<file path="src/sv/usd_pkg.sv">
`timescale 1ns / 1ps
// shared types, constants and the lead byte classifier for the utf-8 decoder
// no dependencies
package usd_pkg;

   localparam int OFFSET_BITS_DEFAULT = 32;
   localparam int QUEUE_DEPTH         = 4;
   localparam int QPTR_W              = $clog2(QUEUE_DEPTH);
   localparam int QCNT_W              = $clog2(QUEUE_DEPTH + 1);
   localparam int WIN_DEPTH           = 4;

   localparam logic [20:0] REPLACEMENT_CP = 21'h00FFFD;
   localparam logic [20:0] CP_MIN_2       = 21'h000080;
   localparam logic [20:0] CP_MIN_3       = 21'h000800;
   localparam logic [20:0] CP_MIN_4       = 21'h010000;
   localparam logic [20:0] SURR_LO        = 21'h00D800;
   localparam logic [20:0] SURR_END       = 21'h00E000;
   localparam logic [20:0] CP_MAX         = 21'h10FFFF;

   localparam logic [7:0] TRAIL_MASK = 8'hC0;
   localparam logic [7:0] TRAIL_TAG  = 8'h80;
   localparam logic [7:0] LEAD2_MASK = 8'hE0;
   localparam logic [7:0] LEAD2_TAG  = 8'hC0;
   localparam logic [7:0] LEAD3_MASK = 8'hF0;
   localparam logic [7:0] LEAD3_TAG  = 8'hE0;
   localparam logic [7:0] LEAD4_MASK = 8'hF8;
   localparam logic [7:0] LEAD4_TAG  = 8'hF0;

   // one byte after classification
   typedef struct packed {
      logic [7:0] data;
      logic       final_byte;
      logic [2:0] need;
      logic       trail;
   } byte_item_type;

   // head of the queue as seen by the back end
   typedef struct packed {
      logic          valid;
      byte_item_type item;
   } queue_head_type;

   function automatic logic [2:0] lead_need(input logic [7:0] b);
      logic [2:0] n;
      n = 3'd1;
      if ((b & LEAD2_MASK) == LEAD2_TAG) n = 3'd2;
      if ((b & LEAD3_MASK) == LEAD3_TAG) n = 3'd3;
      if ((b & LEAD4_MASK) == LEAD4_TAG) n = 3'd4;
      return n;
   endfunction

endpackage

</file>
<file path="src/sv/usd_front.sv">
`timescale 1ns / 1ps
// front end: takes bytes, classifies them and queues them for the back end
// depends on usd_pkg
module usd_front import usd_pkg::*; (
   input  logic           clock,
   input  logic           reset,
   input  logic           req_valid,
   output logic           req_ready,
   input  logic [7:0]     req_data_byte,
   input  logic           req_final_byte,
   output queue_head_type q_head,
   input  logic           q_pop
);

   byte_item_type       fifo_ff [QUEUE_DEPTH];
   logic [QPTR_W-1:0]   wr_ptr_ff, wr_ptr_in;
   logic [QPTR_W-1:0]   rd_ptr_ff, rd_ptr_in;
   logic [QCNT_W-1:0]   count_ff, count_in;
   byte_item_type       new_item;
   logic                push;
   logic                pop;

   assign req_ready = count_ff != QCNT_W'(QUEUE_DEPTH);
   assign push      = req_valid && req_ready;
   assign pop       = q_pop && (count_ff != '0);

   always_comb begin
      new_item.data       = req_data_byte;
      new_item.final_byte = req_final_byte;
      new_item.need       = lead_need(req_data_byte);
      new_item.trail      = (req_data_byte & TRAIL_MASK) == TRAIL_TAG;
   end

   always_comb begin
      wr_ptr_in = push ? wr_ptr_ff + 1'b1 : wr_ptr_ff;
      rd_ptr_in = pop ? rd_ptr_ff + 1'b1 : rd_ptr_ff;
      count_in  = count_ff + QCNT_W'(push) - QCNT_W'(pop);
   end

   always_ff @(posedge clock) begin
      if (reset) begin
         wr_ptr_ff <= '0;
         rd_ptr_ff <= '0;
         count_ff  <= '0;
      end else begin
         wr_ptr_ff <= wr_ptr_in;
         rd_ptr_ff <= rd_ptr_in;
         count_ff  <= count_in;
      end
   end

   always_ff @(posedge clock) begin
      if (push) begin
         fifo_ff[wr_ptr_ff] <= new_item;
      end
   end

   assign q_head.valid = count_ff != '0;
   assign q_head.item  = fifo_ff[rd_ptr_ff];

endmodule

</file>
<file path="src/sv/usd_back.sv">
`timescale 1ns / 1ps
// back end: byte window, sequence check, one code point per cycle unless stalled, output register
// depends on usd_pkg
module usd_back import usd_pkg::*; #(
   parameter int OFFSET_BITS = OFFSET_BITS_DEFAULT
) (
   input  logic           clock,
   input  logic           reset,
   input  queue_head_type q_head,
   output logic           q_pop,
   output logic           rsp_valid,
   input  logic           rsp_ready,
   output logic [20:0]    rsp_code_point,
   output logic [2:0]     rsp_byte_length,
   output logic [31:0]    rsp_end_offset,
   output logic           rsp_bad_sequence,
   output logic           rsp_run_last,
   output logic           rsp_text_last
);

   byte_item_type          win_ff [WIN_DEPTH];
   byte_item_type          win_in [WIN_DEPTH];
   logic [2:0]             win_count_ff, win_count_in;
   logic                   win_final_ff, win_final_in;
   logic [OFFSET_BITS-1:0] offset_ff, offset_in;

   logic                   rsp_valid_ff, rsp_valid_in;
   logic [20:0]            code_point_ff;
   logic [2:0]             byte_length_ff;
   logic [31:0]            end_offset_ff;
   logic                   bad_ff, run_last_ff, text_last_ff;

   logic [7:0]  b0, b1, b2, b3;
   logic [2:0]  head_need;
   logic        avail_ok, can_emit, out_room, emit, pull;
   logic [20:0] cp2, cp3, cp4, cp_seq, cp_out;
   logic        trail_ok, min_ok, scalar_ok, seq_ok, ascii;
   logic [2:0]  len, rem_count, rem_need, shift_amt, base_count, src_idx;
   logic        rem_stuck, text_end;
   logic [OFFSET_BITS-1:0] offset_sum;
   logic [OFFSET_BITS+31:0] sum_ext;

   assign b0        = win_ff[0].data;
   assign b1        = win_ff[1].data;
   assign b2        = win_ff[2].data;
   assign b3        = win_ff[3].data;
   assign head_need = win_ff[0].need;
   assign avail_ok  = head_need <= win_count_ff;
   // with the final byte in the window every head is judged, cut off or not
   assign can_emit  = (win_count_ff != 3'd0) && (avail_ok || win_final_ff);
   assign out_room  = !rsp_valid_ff || rsp_ready;
   assign emit      = can_emit && out_room;

   assign cp2 = {10'd0, b0[4:0], b1[5:0]};
   assign cp3 = {5'd0, b0[3:0], b1[5:0], b2[5:0]};
   assign cp4 = {b0[2:0], b1[5:0], b2[5:0], b3[5:0]};

   always_comb begin
      case (head_need)
         3'd2: begin
            cp_seq   = cp2;
            trail_ok = win_ff[1].trail;
            min_ok   = cp2 >= CP_MIN_2;
         end
         3'd3: begin
            cp_seq   = cp3;
            trail_ok = win_ff[1].trail && win_ff[2].trail;
            min_ok   = cp3 >= CP_MIN_3;
         end
         3'd4: begin
            cp_seq   = cp4;
            trail_ok = win_ff[1].trail && win_ff[2].trail && win_ff[3].trail;
            min_ok   = cp4 >= CP_MIN_4;
         end
         default: begin
            cp_seq   = '0;
            trail_ok = 1'b0;
            min_ok   = 1'b0;
         end
      endcase
   end

   assign scalar_ok = (cp_seq < SURR_LO) || ((cp_seq >= SURR_END) && (cp_seq <= CP_MAX));
   assign ascii     = !b0[7];
   assign seq_ok    = (head_need > 3'd1) && avail_ok && trail_ok && min_ok && scalar_ok;
   assign cp_out    = ascii ? {13'd0, b0} : (seq_ok ? cp_seq : REPLACEMENT_CP);
   assign len       = seq_ok ? head_need : 3'd1;

   // what is left after this code point, and whether it has to wait for bytes
   assign rem_count = win_count_ff - len;
   assign rem_need  = win_ff[len[1:0]].need;
   assign rem_stuck = (rem_count == 3'd0) || (!win_final_ff && (rem_need > rem_count));
   assign text_end  = win_final_ff && (rem_count == 3'd0);

   // a new byte enters once the window can make no further result
   assign pull  = q_head.valid && (can_emit ? (out_room && rem_stuck) : 1'b1);
   assign q_pop = pull;

   assign shift_amt  = emit ? len : 3'd0;
   assign base_count = emit ? rem_count : win_count_ff;

   always_comb begin
      for (int i = 0; i < WIN_DEPTH; i++) begin
         src_idx   = 3'(i) + shift_amt;
         win_in[i] = win_ff[src_idx[1:0]];
      end
      if (pull) begin
         win_in[base_count[1:0]] = q_head.item;
      end
      win_count_in = base_count + 3'(pull);
      win_final_in = win_final_ff;
      if (emit && text_end) begin
         win_final_in = 1'b0;
      end
      if (pull) begin
         win_final_in = q_head.item.final_byte;
      end
   end

   assign offset_sum = offset_ff + OFFSET_BITS'(len);
   assign sum_ext    = {32'd0, offset_sum};

   always_comb begin
      offset_in = offset_ff;
      if (emit) begin
         offset_in = text_end ? '0 : offset_sum;
      end
      rsp_valid_in = emit || (rsp_valid_ff && !rsp_ready);
   end

   always_ff @(posedge clock) begin
      if (reset) begin
         win_count_ff <= '0;
         win_final_ff <= 1'b0;
         offset_ff    <= '0;
         rsp_valid_ff <= 1'b0;
      end else begin
         win_count_ff <= win_count_in;
         win_final_ff <= win_final_in;
         offset_ff    <= offset_in;
         rsp_valid_ff <= rsp_valid_in;
      end
   end

   always_ff @(posedge clock) begin
      win_ff <= win_in;
      if (emit) begin
         code_point_ff  <= cp_out;
         byte_length_ff <= len;
         end_offset_ff  <= sum_ext[31:0];
         bad_ff         <= !(ascii || seq_ok);
         run_last_ff    <= rem_stuck;
         text_last_ff   <= text_end;
      end
   end

   assign rsp_valid        = rsp_valid_ff;
   assign rsp_code_point   = code_point_ff;
   assign rsp_byte_length  = byte_length_ff;
   assign rsp_end_offset   = end_offset_ff;
   assign rsp_bad_sequence = bad_ff;
   assign rsp_run_last     = run_last_ff;
   assign rsp_text_last    = text_last_ff;

endmodule

</file>
<file path="src/sv/utf8_stream_decoder_core.sv">
`timescale 1ns / 1ps
// Streaming UTF-8 decoder with U+FFFD replacement. Bytes enter on the req_ channel and are
// classified and queued (four entries); a back end holds a window of up to four bytes and
// produces at most one code point per cycle on the rsp_ channel, which has its own output
// register. When the output is not held, well-formed text goes through at one byte per
// cycle and the result of a sequence leaves as the next byte enters. A rejected sequence
// gives one replacement result per byte, one per cycle when the output is not held, and
// the byte input waits while those bytes are replayed from the window. The offset counts
// in OFFSET_BITS bits and restarts after the result flagged text_last.
// depends on usd_pkg, usd_front, usd_back
module utf8_stream_decoder_core import usd_pkg::*; #(
   parameter int OFFSET_BITS = OFFSET_BITS_DEFAULT
) (
   input  logic        clock,
   input  logic        reset,
   input  logic        req_valid,
   output logic        req_ready,
   input  logic [7:0]  req_data_byte,
   input  logic        req_final_byte,
   output logic        rsp_valid,
   input  logic        rsp_ready,
   output logic [20:0] rsp_code_point,
   output logic [2:0]  rsp_byte_length,
   output logic [31:0] rsp_end_offset,
   output logic        rsp_bad_sequence,
   output logic        rsp_run_last,
   output logic        rsp_text_last
);

   queue_head_type q_head;
   logic           q_pop;

   usd_front u_front (
      .clock          (clock),
      .reset          (reset),
      .req_valid      (req_valid),
      .req_ready      (req_ready),
      .req_data_byte  (req_data_byte),
      .req_final_byte (req_final_byte),
      .q_head         (q_head),
      .q_pop          (q_pop)
   );

   usd_back #(
      .OFFSET_BITS (OFFSET_BITS)
   ) u_back (
      .clock            (clock),
      .reset            (reset),
      .q_head           (q_head),
      .q_pop            (q_pop),
      .rsp_valid        (rsp_valid),
      .rsp_ready        (rsp_ready),
      .rsp_code_point   (rsp_code_point),
      .rsp_byte_length  (rsp_byte_length),
      .rsp_end_offset   (rsp_end_offset),
      .rsp_bad_sequence (rsp_bad_sequence),
      .rsp_run_last     (rsp_run_last),
      .rsp_text_last    (rsp_text_last)
   );

`ifndef NO_ASSERTIONS
   // the end of the text always closes the results of its byte
   a_text_last_run: assert property (@(posedge clock) disable iff (reset)
      rsp_valid && rsp_text_last |-> rsp_run_last)
      else $error("text_last without run_last");

   // replacement is always a single byte
   a_bad_form: assert property (@(posedge clock) disable iff (reset)
      rsp_valid && rsp_bad_sequence |->
         rsp_code_point == REPLACEMENT_CP && rsp_byte_length == 3'd1)
      else $error("bad sequence result malformed");

   // a good one-byte result is plain ascii
   a_single_ascii: assert property (@(posedge clock) disable iff (reset)
      rsp_valid && !rsp_bad_sequence && rsp_byte_length == 3'd1 |->
         rsp_code_point < 21'h000080)
      else $error("one-byte result out of ascii range");

   // a good result never lands in the surrogate range or past the top
   a_scalar: assert property (@(posedge clock) disable iff (reset)
      rsp_valid && !rsp_bad_sequence |->
         (rsp_code_point < SURR_LO || rsp_code_point >= SURR_END) &&
         rsp_code_point <= CP_MAX)
      else $error("result is not a scalar value");
`endif

endmodule

</file>
<file path="config.mk">
export PLATFORM = sky130hd
export DESIGN_NAME = utf8_stream_decoder_core
export DESIGN_NICKNAME = d
export VERILOG_FILES = /design/src/sv/usd_pkg.sv /design/src/sv/usd_front.sv /design/src/sv/usd_back.sv /design/src/sv/utf8_stream_decoder_core.sv
export SDC_FILE = /design/constraint.sdc
export NUM_CORES = 1
export LEC_CHECK = 0
export BUFFER_PORTS_ARGS = -buffer_cell sky130_fd_sc_hd__buf_2
export CORE_MARGIN = 2
export CORE_UTILIZATION = 45
export DETAILED_ROUTE_END_ITERATION = 8
export MAX_ROUTING_LAYER = met4
export SLEW_MARGIN = 20
export SYNTH_ARGS = -nofsm -noshare
export SYNTH_HDL_FRONTEND = slang
export SYNTH_SLANG_ARGS = --single-unit
</file>
<file path="constraint.sdc">
create_clock -name clock -period 6.25 [get_ports clock]
set_input_delay 0.9375 -clock clock [delete_from_list [all_inputs] [get_ports clock]]
set_output_delay 0.9375 -clock clock [all_outputs]
set_load 0.02 [all_outputs]
</file>
# Word level (Yosys, flattened, before mapping)
# Memories as Yosys holds them, arrays and structs flattened. A register that Yosys moved wholly into a read port is not among the register bits.
# Index checks and enable logic that the tools add are counted.
# totals
ff_bits	155
ram_bits	52
out_inout_bits	61
wordCells	144
memories	1
# mem_list
memory	words	word_bits	read_ports	rd_ports_with_merged_regs	wr	line_no	text
u_front.fifo_ff	4	13	1	1	1	usd_front.sv:15	byte_item_type fifo_ff [QUEUE_DEPTH];
# op_classes
add_sub_neg	10
order_cmp	16
eq_ne	8
muxes	38
bitwise_logic	6
n_reduce_logical	34
# op_table
operator	count
$bmux W13 S2	5
$mux W13	9
$pmux W21 S3	1
$bwmux W52	1
$mux W52	1
$add A32 B3 Y32	1
$mux W32	1
$demux W13 S2	1
$ge A21 B16 Y1 const B	1
$ge A21 B17 Y1 const B	1
$le A21 B21 Y1 const B	1
$lt A21 B16 Y1 const B	1
$ge A3 B3 Y1 const B	6
$logic_and A1 B1 Y1	18
$not A2 Y3	6
$ge A16 B12 Y1 const B	1
$mux W16	1
$mux W3	4
$ge A11 B8 Y1 const B	1
$mux W2	4
$mux W4	2
$mux W7	1
$add A3 B1 Y3	2
$eq A3 B2 Y1 const B	2
22 further kinds	40

# Depth between registers and ports, before layout
# Gate-level depths: netlist (run 1).
# depth
ltp_word	20
mapped_depth	27

# Cells and area by module
# Synthesis (run 1) repeated with hierarchy kept, for this count alone.
# hier_totals
cells_unflattened	1001
hier_area_um2	10441.3
# modules_own_cells
mod	n_inst	cells_each	area_each_um2	seq_area_each_um2
usd_back	1	878	8040.2	3473.3
usd_front	1	123	2401.1	1741.7

# Worst setup path after synthesis (run 1)
# OpenSTA, ideal clock, no wires.
# synth_path
kind	register to register
from	register u_back.win_ff (netlist bit u_back.head_need[2])
to	register u_front.count_ff[2]
setup_time_ns	0.128
arrival_ns	5.309
required_time_ns	6.122
setup_slack_ns	0.814
path_stages_with_launch	24
path_buffers	1
path_cell_list	dfxtp_1 buf_4 nor3b_4 o21ai_1 a311o_2 nor3b_2 nand2_1 fa_1 xnor2_1 xnor2_4 ha_1 o21a_1 o21ai_0 inv_1 a211oi_4 nor2_1 ha_1 inv_1 ha_1 inv_1 fa_1 xor2_1 xnor2_1 nor2_1
# synth_between
elab_chain_cells	19
# synth_lines
item	line_no	text
start, declared	usd_back.sv:21	byte_item_type win_ff [WIN_DEPTH];
start signal, assigned	usd_back.sv:146	win_ff <= win_in;
$eq A3 B3 Y1 / $eq A3 B2 Y1 (equally long branches)	usd_back.sv:59	case (head_need)
$pmux W21 S3	usd_back.sv:59	
$ge A21 B16 Y1 / $le A21 B21 Y1 (equally long branches)	usd_back.sv:83	assign scalar_ok = (cp_seq < SURR_LO) || ((cp_seq >= SURR_END) && (cp_seq <= CP_MAX));
$logic_and A1 B1 Y1	usd_back.sv:83	
$logic_or A1 B1 Y1	usd_back.sv:83	
$logic_and A1 B1 Y1	usd_back.sv:85	assign seq_ok = (head_need > 3'd1) && avail_ok && trail_ok && min_ok && scalar_ok;
$mux W3	usd_back.sv:87	assign len = seq_ok ? head_need : 3'd1;
$not A2 Y3 (not written as such)	usd_back.sv:91	assign rem_need = win_ff[len[1:0]].need;
(+4 left out)	-	
$logic_and A1 B1 Y1	usd_back.sv:92	assign rem_stuck = (rem_count == 3'd0) || (!win_final_ff && (rem_need > rem_count));
$logic_or A1 B1 Y1	usd_back.sv:92	
$logic_and A1 B1 Y1	usd_back.sv:96	assign pull = q_head.valid && (can_emit ? (out_room && rem_stuck) : 1'b1);
$mux W1 *	usd_back.sv:96	
$logic_and A1 B1 Y1 *	usd_back.sv:96	
$logic_and A1 B1 Y1 *	usd_front.sv:25	assign pop = q_pop && (count_ff != '0);
net u_front.pop	usd_front.sv:21	logic pop;
$sub A3 B1 Y3 *	usd_front.sv:37	count_in = count_ff + QCNT_W'(push) - QCNT_W'(pop);
end signal, assigned	usd_front.sv:48	count_ff <= count_in;
end, declared	usd_front.sv:18	logic [QCNT_W-1:0] count_ff, count_in;
# The timed path passes the listed nets; every way through them passes the cells marked *. The select of a mux whose other input is x is not followed.
# A chain may end at the register's enable or synchronous reset.

# Final worst setup path (run 1)
# layout_path
from	register u_back.win_ff (netlist bit u_back.head_need[1])
to	register u_front.count_ff[2]
# Same word-level chain as after synthesis.

==> summary.txt, run 1 <==
Run status
  • Outcome: finished clean

Synth
  • Simple-Gate Fraction of Synth Area: 11.9%
  • Synth Area in Compound Gates: under 10%
  • Adder-cell share of the synthesized area: 2.87%
  • Synth Cell Area: 9940 µm²
  • XOR/XNOR Fraction of Synth Area: 3.54%
  • Synthesized net count: 869
  • Most frequent cell after synthesis: edfxtp_1
  • Post-synthesis mux area share: 19.3%
  • Synthesized flop and latch total: 205
  • Post-synth cell types: 63
  • Fraction of registers with async set or reset after synthesis: 0%
  • Gate Count Post-Synth: 835
  • Leading area contributor after synthesis: edfxtp_1
  • Synth top area cells: edfxtp_1 (34%), dfxtp_1 (19%), mux2i_1 (9.8%)
  • Commonest cells in the netlist: edfxtp_1 (111), mux2i_1 (97), dfxtp_1 (94)
  • Ys Warns: 0
  • Yosys top cell area share: 33.5%
  • Number of enable flip-flop cells after synthesis: 111
  • Register area share after synthesis: 52.5%
  • Largest family of logic cells by synthesized area: multiplexers
  • Main synth FF type: edfxtp_1
  • Syn Area/Cell: 11.9 µm²

Floorplan
  • I/O pin total: 74
  • Initial Util: 45.7%
  • CORE AREA: about 22000 µm²
  • Die area: 23300 µm²
  • Site Rows: 54
  • Die width: around 150 µm
  • Die height: 153 µm

Worst setup path
  • Crit start category: flip-flop
  • CP top delay family: adder cells
  • Arr. time, crit path: slightly above 6 ns
  • Buffers and inverters on the worst path: 4
  • Worst Setup End Kind: flip-flop
  • Critical path class: flip-flop to flip-flop
  • Instance count on the critical path: 23
  • Crit path cell chain: nor3b_4, o21ai_1, a311o_2, nor3b_4, buf_4, nand2_1, fa_1, xnor2_2, xnor2_4, ha_1, o21a_1, o21ai_0, inv_1, a211oi_4, nor2_1, ha_1, inv_1, ha_1, inv_1, fa_1, xor2_1, xnor2_1, nor2_1
  • Slowest-stage cell, CP: fa_1
  • Critical Path Fanout Max: 12
  • Largest stage delay on the critical path: 0.47 ns
  • Data required time of the worst path: 6.61 ns
  • Register-to-Register Path Depth: 23

Routing
  • Routed WL: 20700 µm
  • Via Count: 6556
  • Wire per inst: 17.2 µm
  • Number of remaining DRC errors: 0
  • Pre-Repair DR Iteration Count: 5
  • DR iter-0 viols: 354
  • DR vias/cell: 5.45
  • DRT antenna net count: 0

Global routing
  • Pin count of the biggest net entering global routing: 49
  • Vias in the first global route: 6404
  • GRT overflow: 0
  • Total GRT Usage: between 10% and 20%
  • First-pass GRT wire length: 34400 µm
  • Initial antenna violation count: 0

Placement
  • Placer congestion estimate: 0.825
  • Port Buffers: 73
  • Worst slack, placed: 0.265 ns
  • HPWL after DPL: 13700 µm

STA
  • Fin crit share: 92.6%
  • Slew @ Worst Pin: 0.972 ns
  • Setup TNS: 0 ns
  • RSZ-0062 raised after global routing: no
  • Hold Fails Final Rpt: 0
  • Post-route minimum period: 5.79 ns
  • Relative slew slack: a little over a third
  • Peak Freq: between 0.15 and 0.2 GHz
  • Finish-stage setup viols: 0
  • PnR worst setup slack: approximately 0.46 ns
  • Pins Over Slew Limit: 0
  • Setup Skew: 0.0248 ns

Clock tree
  • Number of CTS-inserted buffers: 24
  • Reg clk slew, reported paths: 0.06 ns
  • CTS Buffer Depth: 3
  • CTS hold repair buffers: 0
  • Worst skew pair latency: 0.52 ns
  • Root buffer cell: clkbuf_16
  • Clk sinks: 205
  • H-tree levels: 1
  • CTS tree: yes

Power
  • Static leakage: 4.20 nW
  • PD cells: 602 nW/µm²
  • Maximum VDD drop: 0.265 mV

Flow run
  • Number of max-cap violations: 0

Finish
  • Synth-to-Final Area Change: 14.6%
  • Layout cells sized above 1: 20.3%
  • Final #Nets: 939

Min path
  • Hold Path Class: flip-flop to flip-flop
  • WHS Path Cells: 2
==> worst reg2reg max path: stages (launching register included) <==
cell	delay, ns
dfxtp_1	0.44
nor3b_4	0.37
o21ai_1	0.22
a311o_2	0.42
nor3b_4	0.32
buf_4	0.18
nand2_1	0.08
fa_1	0.47
xnor2_2	0.30
xnor2_4	0.20
ha_1	0.30
o21a_1	0.10
o21ai_0	0.21
inv_1	0.11
a211oi_4	0.39
nor2_1	0.18
ha_1	0.37
inv_1	0.05
ha_1	0.12
inv_1	0.05
fa_1	0.37
xor2_1	0.17
xnor2_1	0.13
nor2_1	0.05
==> cell usage in the layout, fill, tap and decap left out, drive strengths merged, types with 3 or more instances in the layout <==
cell	instances
nand3	42
a22oi	4
mux4	13
nand4	6
o21a	4
a21oi	44
and2	4
a31oi	19
nand2b	7
o21ai	12
nor2	37
a211oi	3
edfxtp	111
xor2	11
mux2i	97
fa	3
nor3b	3
nor3	6
xnor2	27
mux2	58
nor2b	10
clkinv	12
a221oi	6
nand2	63
nand4b	5
nor4	5
or4bb	3
and3	9
clkbuf	30
nand3b	3
or4	9
buf	94
ha	18
inv	28
dfxtp	94
==> path summary, 6_finish.rpt <==
| kind | slack [ns] | startpoint | endpoint |
|---|---|---|---|
| hold / removal | 0.46 | u_back.offset_ff[0]$_SDFFE_PP0P_ | u_back.offset_ff[0]$_SDFFE_PP0P_ |
| setup reg to reg | 0.46 | u_back.head_need[1]$_DFF_P_ | u_front.count_ff[2]$_SDFF_PP0_ |
| hold reg to reg | 0.46 | u_back.offset_ff[0]$_SDFFE_PP0P_ | u_back.offset_ff[0]$_SDFFE_PP0P_ |
| setup / recovery | 0.46 | u_back.head_need[1]$_DFF_P_ | u_front.count_ff[2]$_SDFF_PP0_ |
==> metrics by stage <==
step           util (%)  hold WS (ns)  instance area (µm²)  cells  power (mW)
2_1_floorplan         -         0.436                 9940    835        4.74
3_3_place_gp       48.8         0.445                10600   1159        5.49
3_5_place_dp       48.8         0.451                10600   1159        5.52
4_1_cts            52.3         0.458                11400   1203        6.90
5_1_grt            52.4         0.478                11400   1203        7.33
6_report           52.4         0.458                11400   1204        6.86
==> flip-flops by register name, indices dropped and copies added (netlist names), 3 cells and up, named ones only <==
register,count
u_back.b0,8
u_back.b1,8
u_back.b2,8
u_back.b3,8
u_back.head_need,3
u_back.offset_ff,32
u_back.rsp_byte_length,3
u_back.rsp_code_point,21
u_back.rsp_end_offset,32
u_back.win_count_ff,3
u_back.win_ff,13
u_front.count_ff,3
u_front.fifo_ff,52
==> layer usage <==
layer | vias to the layer above | global-route usage, % | wire (µm)
met4 | 0 | 4.54 | 341
met3 | 28 | 2.56 | 883
li1 | 3226 | - | -
met5 | - | - | 0
met1 | 3163 | 26.5 | 10300
met2 | 139 | 27.5 | 9120
==> repair_timing <==
item / in CTS / in global routing
setup buffers: 0 / 0
gates resized for setup: 0 / 4
setup endpoints to repair: 0 / 2
==> power breakdown <==
group	leakage [nW]	total [mW]	internal, mW	switching [mW]
sequential	1.82	2.34	2.00	0.339
clock	0.380	1.35	0.811	0.540
combinational	2.01	3.16	1.36	1.81
total	4.20	6.86	4.17	2.68
==> cells by family (layout without fill, tap and decap cells) <==
family	after synthesis	in the layout
flip-flops	205	205
buffers and inverters	78	166
AO/OA/AOI/OAI	105	105
AND/OR/NAND/NOR	220	220
multiplexers	168	168
other	0	1
XOR/XNOR	38	38
adder cells (fa/ha/maj)	21	21
==> layout make-up <==
class / instances / area [µm²]
Sequential cell: 205 / 5220
Tap cell: 280 / 350
Clock inverter: 14 / 128
Inverter: 28 / 106
Timing Repair Buffer: 94 / 523
Multi-Input combinational cell: 552 / 4430
Clock buffer: 30 / 643
Fill cell: 1946 / 10400
Antenna cell: 1 / 2.50
No activity file was read; power rests on OpenSTA's default activity.
==> run 2, diff against run 1 <==
Settings changed: CELL_PAD_IN_SITES_DETAIL_PLACEMENT set to 2, CELL_PAD_IN_SITES_GLOBAL_PLACEMENT set to 2, CORE_UTILIZATION 45 to 41, PLACE_DENSITY_LB_ADDON set to 0.1.
==> run 2 against run 1 <==
Net effect:
- clock power up 10%
- critical endpoint unchanged
- first-iteration DRC count down 26%
- core utilization down 3.4 points
- power up 6.4%
- critical path type unchanged
- count of clock-buffer cells in the layout up 1
==> summary.txt, run 2 (synthesized netlist as in run 1, its figures left out) <==
Run status
  • Outcome: finished clean (unchanged)

Worst setup path
  • Critical path class: flip-flop to flip-flop (unchanged)
  • Register-to-Register Path Depth: 27 (was 23)
  • Critical Path Fanout Max: 11 (was 12)
  • Worst R2R Setup Slack: 0.46 ns (about the same)
  • Worst r2r dst: u_front.count_ff[2]$_SDFF_PP0_ (unchanged)
  • Arr. time, crit path: 6.16 ns (was 6.15 ns)
  • Worst Setup End Kind: flip-flop (unchanged)
  • Reg2reg start: u_back.head_need[1]$_DFF_P_ (unchanged)
  • Crit start category: flip-flop (unchanged)
  • Data required time of the worst path: 6.62 ns (was 6.61 ns)

Finish
  • Most frequent cells in the layout: edfxtp_1 (111), mux2i_1 (97), dfxtp_1 (91), buf_2 (73), nand2_1 (63) (was edfxtp_1 (111), mux2i_1 (97), dfxtp_1 (93), buf_2 (73), nand2_1 (63))
  • Reg with most FFs: u_front.fifo_ff (unchanged)
  • Design area: 11600 µm² (was 11400 µm²)
  • Synth-to-Final Area Change: 16.3% (was 14.6%)
  • Layout cells sized above 1: 21.9% (was 20.3%)
  • Diode count: 0 (was 1)
  • Number of fill cells: 2356 (was 1946)
  • Final #Nets: 944 (was 939)
  • Max reg flops: 52 (unchanged)
  • Most common cell after layout, fill and taps aside: edfxtp_1 (unchanged)

Clock tree
  • Worst skew pair latency: 0.53 ns (was 0.52 ns)
  • CTS Buffer Depth: 3 (unchanged)
  • Reg clk slew, reported paths: 0.07 ns (was 0.06 ns)
  • CTS tree: yes (unchanged)
  • Number of CTS-inserted buffers: 24 (unchanged)
  • Clk sinks: 205 (unchanged)
  • H-tree levels: 1 (unchanged)
  • Root buffer cell: clkbuf_16 (unchanged)

Power
  • Static leakage: 4.26 nW (was 4.20 nW)
  • Maximum VDD drop: 0.264 mV (was 0.265 mV)
  • PD cells: 631 nW/µm² (was 602 nW/µm²)
  • Final Power: 7.30 mW (was 6.86 mW)

Routing
  • Number of remaining DRC errors: 0 (unchanged)
  • Via Count: 6942 (was 6556)
  • Routed WL: 27900 µm (was 20700 µm)
  • DRT antenna net count: 0 (unchanged)
  • Wire per inst: 22.4 µm (was 17.2 µm)
  • DR vias/cell: 5.57 (was 5.45)
  • DR iter-0 viols: 262 (was 354)
  • Pre-Repair DR Iteration Count: 5 (unchanged)

Min path
  • Hold path start: u_back.offset_ff[2]$_SDFFE_PP0P_ (was u_back.offset_ff[0]$_SDFFE_PP0P_)
  • Hold Path Class: flip-flop to flip-flop (unchanged)
  • Hold Path End: u_back.offset_ff[2]$_SDFFE_PP0P_ (was u_back.offset_ff[0]$_SDFFE_PP0P_)
  • WHS Path Cells: 2 (unchanged)

STA
  • Setup Skew: 0.0151 ns (was 0.0248 ns)
  • Setup TNS: 0 ns (unchanged)
  • Finish-stage setup viols: 0 (unchanged)
  • Post-route minimum period: 5.79 ns (about the same)
  • Fin crit share: 92.6% (about the same)
  • Slew @ Worst Pin: 1.15 ns (was 0.972 ns)
  • Peak Freq: 0.173 GHz (about the same)
  • Relative slew slack: 23.1% (was 35.0%)
  • Hold Fails Final Rpt: 0 (unchanged)
  • Pins Over Slew Limit: 0 (unchanged)
  • Final Hold Slack: 0.469 ns (was 0.458 ns)
  • PnR worst setup slack: 0.465 ns (was 0.460 ns)
  • RSZ-0062 raised after global routing: no (unchanged)

Placement
  • Placer congestion estimate: 0.804 (was 0.825)
  • Port Buffers: 73 (unchanged)
  • Worst slack, placed: -0.187 ns (was 0.265 ns)
  • HPWL after DPL: 18900 µm (was 13700 µm)
  • Placed Area: 10700 µm² (was 10600 µm²)

Floorplan
  • CORE AREA: 23600 µm² (was 21800 µm²)
  • Site Rows: 56 (was 54)
  • Die area: 25500 µm² (was 23300 µm²)
  • Die height: 160 µm (was 153 µm)
  • I/O pin total: 74 (unchanged)
  • Die width: 160 µm (was 153 µm)
  • Initial Util: 42.1% (was 45.7%)

Global routing
  • GRT overflow: 0 (unchanged)
  • Vias in the first global route: 7655 (was 6404)
  • Pin count of the biggest net entering global routing: 47 (was 49)
  • First-pass GRT wire length: 44600 µm (was 34400 µm)
  • Initial antenna violation count: 0 (unchanged)
  • Total GRT Usage: 22.5% (was 18.3%)

Flow run
  • Number of max-cap violations: 0 (unchanged)
run 2: cell types whose count changed in the layout (fill, tap and decap cells not counted), sizes merged:
cell	previous run	this run
buf	94	99
diode	1	0
clkbuf	30	31
clkinv	12	7
clkinvlp	0	2
bufinv	2	4
run 2: cell type report:
cell class	instances	area, µm²	share of cell area [%]
timing repair buffer	99	561	4.85
clock inverter	13	184	1.59
multi-input combinational	552	4430	38.3
inverter	28	106	0.920
tap	319	399	3.45
clock buffer	31	667	5.77
sequential	205	5220	45.1
run 2: stage by stage:
| stage | instances | util [%] |
|---|---|---|
| after floorplan | 835 | - |
| after global placement | 1198 | 45.1 |
| after detailed placement | 1198 | 45.1 |
| after CTS | 1244 | 48.8 |
| after global routing | 1247 | 49.0 |
| final | 1247 | 49.0 |
run 2: worst max-delay path by stage:
stage	endpoint	slack, ns	startpoint	cells after the start
2_1_floorplan	u_front.count_ff[2]$_SDFF_PP0_	0.81	u_back.head_need[2]$_DFF_P_	23
3_3_place_gp	u_front.count_ff[2]$_SDFF_PP0_	0.31	u_back.head_need[0]$_DFF_P_	22
3_5_place_dp	u_front.count_ff[2]$_SDFF_PP0_	-0.19	u_back.head_need[0]$_DFF_P_	25
4_1_cts	u_front.count_ff[2]$_SDFF_PP0_	0.009	u_back.head_need[2]$_DFF_P_	26
5_1_grt	u_front.count_ff[2]$_SDFF_PP0_	0.02	u_back.head_need[2]$_DFF_P_	26
6_report	u_front.count_ff[2]$_SDFF_PP0_	0.46	u_back.head_need[1]$_DFF_P_	27
run 2: where the power goes:
part / leakage (nW) / switching (mW) / internal (mW)
registers: 1.82 / 0.361 / 2.01
clock network: 0.414 / 0.573 / 0.921
logic: 2.03 / 2.04 / 1.39
run 2: metal layers:
layer | vias up | track usage (%) | wire, µm
met5 | - | - | 0
met4 | 0 | 4.55 | 483
met3 | 30 | 2.62 | 783
met2 | 115 | 37.8 | 13800
met1 | 3563 | 29.6 | 12800
li1 | 3234 | - | -
run 2: critical path: stages (launching register included):
cell,delay (ns)
dfxtp_2,0.46
buf_4,0.22
ha_1,0.26
nor2b_1,0.14
o21a_1,0.16
o21ai_0,0.22
nor3b_2,0.33
buf_4,0.23
nand2_1,0.09
ha_1,0.19
inv_1,0.08
fa_2,0.46
inv_1,0.10
ha_1,0.24
nor2b_1,0.14
o21a_1,0.16
o21ai_1,0.18
inv_1,0.10
a211oi_4,0.31
nor2_2,0.13
ha_1,0.36
inv_1,0.06
ha_1,0.13
inv_1,0.05
fa_1,0.37
xor2_1,0.16
xnor2_1,0.21
nor2_1,0.08
run 2: timing repair:
item                       4_1_cts  5_1_grt
hold buffers                     0        0
gates resized for setup          2        6
buffers inserted                 2        3
setup endpoints to repair        2        2
pin swaps                        1        5
==> run 3, diff against run 2 <==
Settings changed: CORE_ASPECT_RATIO set to 0.75, CORE_UTILIZATION 41 to 25, MAX_ROUTING_LAYER met4 to not set.
==> run 3 against run 2 <==
Net effect:
- sequential share of layout area fell by 0.40 points
- critical path depth fell by 3
- die area rose by 62%
- routed wire length rose by 2.6%
- register-to-register slack got worse by 0.02 ns
==> summary.txt, run 3 (synthesized netlist as in run 1, its figures left out) <==
Finish
  • Synth-to-Final Area Change: 17.3% (was 16.3%)
  • Number of fill cells: 4209 (was 2356)
  • Diode count: 0 (unchanged)
  • Layout cells sized above 1: 20.5% (was 21.9%)
  • Final #Nets: 944 (unchanged)
  • Max reg flops: 52 (unchanged)
  • Reg with most FFs: u_front.fifo_ff (unchanged)
  • Most frequent cells in the layout: edfxtp_1 (111), mux2i_1 (97), dfxtp_1 (93), buf_2 (73), nand2_1 (63) (was edfxtp_1 (111), mux2i_1 (97), dfxtp_1 (91), buf_2 (73), nand2_1 (63))
  • Most common cell after layout, fill and taps aside: edfxtp_1 (unchanged)

Worst setup path
  • Critical Path Fanout Max: 14 (was 11)
  • Data required time of the worst path: 6.65 ns (was 6.62 ns)
  • Critical path class: flip-flop to flip-flop (unchanged)
  • Arr. time, crit path: 6.21 ns (was 6.16 ns)
  • Largest stage delay on the critical path: 0.60 ns (was 0.46 ns)
  • Worst R2R Setup Slack: 0.44 ns (was 0.46 ns)
  • Slowest-stage cell, CP: dfxtp_1 (was dfxtp_2)
  • Worst Setup SP: u_back.head_need[2]$_DFF_P_ (was u_back.head_need[1]$_DFF_P_)
  • Worst r2r dst: u_front.count_ff[2]$_SDFF_PP0_ (unchanged)
  • CP endpoint: u_front.count_ff[2]$_SDFF_PP0_ (unchanged)
  • Reg2reg start: u_back.head_need[2]$_DFF_P_ (was u_back.head_need[1]$_DFF_P_)
  • Crit path cell chain: or4bb_1, a222oi_1, a311o_2, nor3b_2, nand2_1, ha_1, inv_1, fa_1, xnor2_1, xnor2_4, ha_1, o21a_1, o21ai_0, inv_1, a211oi_4, nor2_1, ha_1, inv_1, ha_1, inv_1, fa_1, xor2_1, xnor2_1, nor2_1
  • Crit start category: flip-flop (unchanged)
  • Register-to-Register Path Depth: 24 (was 27)
  • Worst Setup End Kind: flip-flop (unchanged)

Power
  • Switching portion of total power: 42.1% (was 40.8%)
  • Sw power: 2.99 mW (was 2.98 mW)
  • Clock Power Share: 18.7% (was 20.5%)
  • Maximum VDD drop: 0.228 mV (was 0.264 mV)
  • Sequential share of power: 33.3% (was 32.4%)
  • PD cells: 609 nW/µm² (was 631 nW/µm²)
  • Cell internal pwr: 4.12 mW (was 4.32 mW)
  • Power share of the combinational group: 48.0% (was 47.1%)
  • Static leakage: 4.20 nW (was 4.26 nW)

STA
  • Post-route minimum period: 5.81 ns (was 5.79 ns)
  • Finish-stage setup viols: 0 (unchanged)
  • PnR worst setup slack: 0.443 ns (was 0.465 ns)
  • Fin crit share: 92.9% (was 92.6%)
  • Hold Fails Final Rpt: 0 (unchanged)
  • Final Hold Slack: 0.466 ns (was 0.469 ns)
  • Relative slew slack: 39.7% (was 23.1%)
  • Peak Freq: 0.172 GHz (was 0.173 GHz)
  • Setup TNS: 0 ns (unchanged)
  • RSZ-0062 raised after global routing: no (unchanged)
  • Slew @ Worst Pin: 0.903 ns (was 1.15 ns)
  • Setup Skew: 0.0134 ns (was 0.0151 ns)
  • Pins Over Slew Limit: 0 (unchanged)

Routing
  • Pre-Repair DR Iteration Count: 4 (was 5)
  • DR vias/cell: 4.66 (was 5.57)
  • DR iter-0 viols: 303 (was 262)
  • Wire per inst: 19.7 µm (was 22.4 µm)
  • DRT antenna net count: 0 (unchanged)
  • Number of remaining DRC errors: 0 (unchanged)
  • Via Count: 6749 (was 6942)
  • Routed WL: 28600 µm (was 27900 µm)

Clock tree
  • CTS hold repair buffers: 0 (unchanged)
  • CTS Buffer Depth: 3 (unchanged)
  • Number of post-CTS setup repair buffers: 0 (was 2)
  • Clk sinks: 205 (unchanged)
  • PostCTS Resize Cnt: 0 (was 2)
  • Worst skew pair latency: 0.54 ns (was 0.53 ns)
  • Number of CTS-inserted buffers: 25 (was 24)
  • CTS tree: yes (unchanged)
  • Root buffer cell: clkbuf_16 (unchanged)
  • Reg clk slew, reported paths: 0.06 ns (was 0.07 ns)
  • H-tree levels: 1 (unchanged)

Placement
  • Port Buffers: 73 (unchanged)
  • Worst slack, placed: 0.357 ns (was -0.187 ns)
  • Placer congestion estimate: 0.695 (was 0.804)
  • HPWL after DPL: 19700 µm (was 18900 µm)

Global routing
  • First-pass GRT wire length: 44600 µm (about the same)
  • Initial antenna violation count: 0 (unchanged)
  • Total GRT Usage: 14.1% (was 22.5%)
  • Vias in the first global route: 7127 (was 7655)
  • GRT overflow: 0 (unchanged)
  • Pin count of the biggest net entering global routing: 50 (was 47)

Run status
  • Outcome: finished clean (unchanged)

Floorplan
  • Site Rows: 63 (was 56)
  • I/O pin total: 74 (unchanged)
  • CORE AREA: 39300 µm² (was 23600 µm²)
  • Die area: 41400 µm² (was 25500 µm²)
  • Initial Util: 25.3% (was 42.1%)
  • Die width: 234 µm (was 160 µm)
  • Die height: 177 µm (was 160 µm)

Min path
  • WHS Path Cells: 2 (unchanged)
  • Hold Path Class: flip-flop to flip-flop (unchanged)

Flow run
  • Number of max-cap violations: 0 (unchanged)
## run 3: changes by cell type in the layout (fill, tap and decap cells not counted), sizes merged
cell | previous run | this run
clkinv | 7 | 17
bufinv | 4 | 0
buf | 99 | 98
inv | 28 | 29
clkbuf | 31 | 28
clkinvlp | 2 | 0
## run 3: through the flow
stage | instance area (µm²) | total power [mW] | std cells | util, %
2_1_floorplan | 9940 | 4.74 | 835 | -
3_3_place_gp | 10900 | 5.84 | 1403 | 27.8
3_5_place_dp | 10900 | 5.86 | 1403 | 27.8
4_1_cts | 11700 | 7.26 | 1449 | 29.6
5_1_grt | 11700 | 7.65 | 1449 | 29.6
6_report | 11700 | 7.11 | 1449 | 29.6
## run 3: per-layer routing
metal  vias up  wire (µm)  part of all wire [%]  global-route usage (%)
li1       3245          -                     -                       -
met1      3385      15900                    56                    22.8
met2        87      11100                    39                    19.1
met3        32       1040                   3.6                    2.32
met4         0        525                   1.8                    2.87
met5         -          0                     0                       0
## run 3: critical path: cells and delay by family (launching register included)
family,cells,cell delay [ns]
xor gates and xnor gates,4,0.93
DFF,1,0.60
adders and majority gates,6,1.68
AOI/OAI and AO/OA,5,1.30
buffers and inverters,4,0.27
and+or+nand+nor,5,0.88
## run 3: power groups by stage
stage | combinational, mW | clock (mW) | sequential [mW]
5_1_grt | 3.77 | 1.44 | 2.43
6_report | 3.41 | 1.33 | 2.37
3_3_place_gp | 3.45 | 0 | 2.38
4_1_cts | 3.49 | 1.40 | 2.38
3_5_place_dp | 3.46 | 0 | 2.40
2_1_floorplan | 2.25 | 0 | 2.49
## run 3: area by class of cell
| type | instances | area [µm²] | area share, % |
|---|---|---|---|
| Multi-Input combinational cell | 552 | 4410 | 37.8 |
| Sequential cell | 205 | 5220 | 44.7 |
| Timing Repair Buffer | 98 | 553 | 4.74 |
| Tap cell | 520 | 651 | 5.58 |
| Clock inverter | 18 | 86.3 | 0.740 |
| Clock buffer | 28 | 637 | 5.46 |
| Inverter | 28 | 106 | 0.912 |
## run 3: worst min-delay path by stage
stage                                     startpoint                                to  slack, ns
finish              u_back.offset_ff[2]$_SDFFE_PP0P_  u_back.offset_ff[2]$_SDFFE_PP0P_       0.47
floorplan           u_back.offset_ff[2]$_SDFFE_PP0P_  u_back.offset_ff[2]$_SDFFE_PP0P_       0.44
CTS                 u_back.offset_ff[0]$_SDFFE_PP0P_  u_back.offset_ff[0]$_SDFFE_PP0P_       0.47
global placement    u_back.offset_ff[0]$_SDFFE_PP0P_  u_back.offset_ff[0]$_SDFFE_PP0P_       0.45
global route        u_back.offset_ff[0]$_SDFFE_PP0P_  u_back.offset_ff[0]$_SDFFE_PP0P_       0.50
detailed placement  u_back.offset_ff[0]$_SDFFE_PP0P_  u_back.offset_ff[0]$_SDFFE_PP0P_       0.46
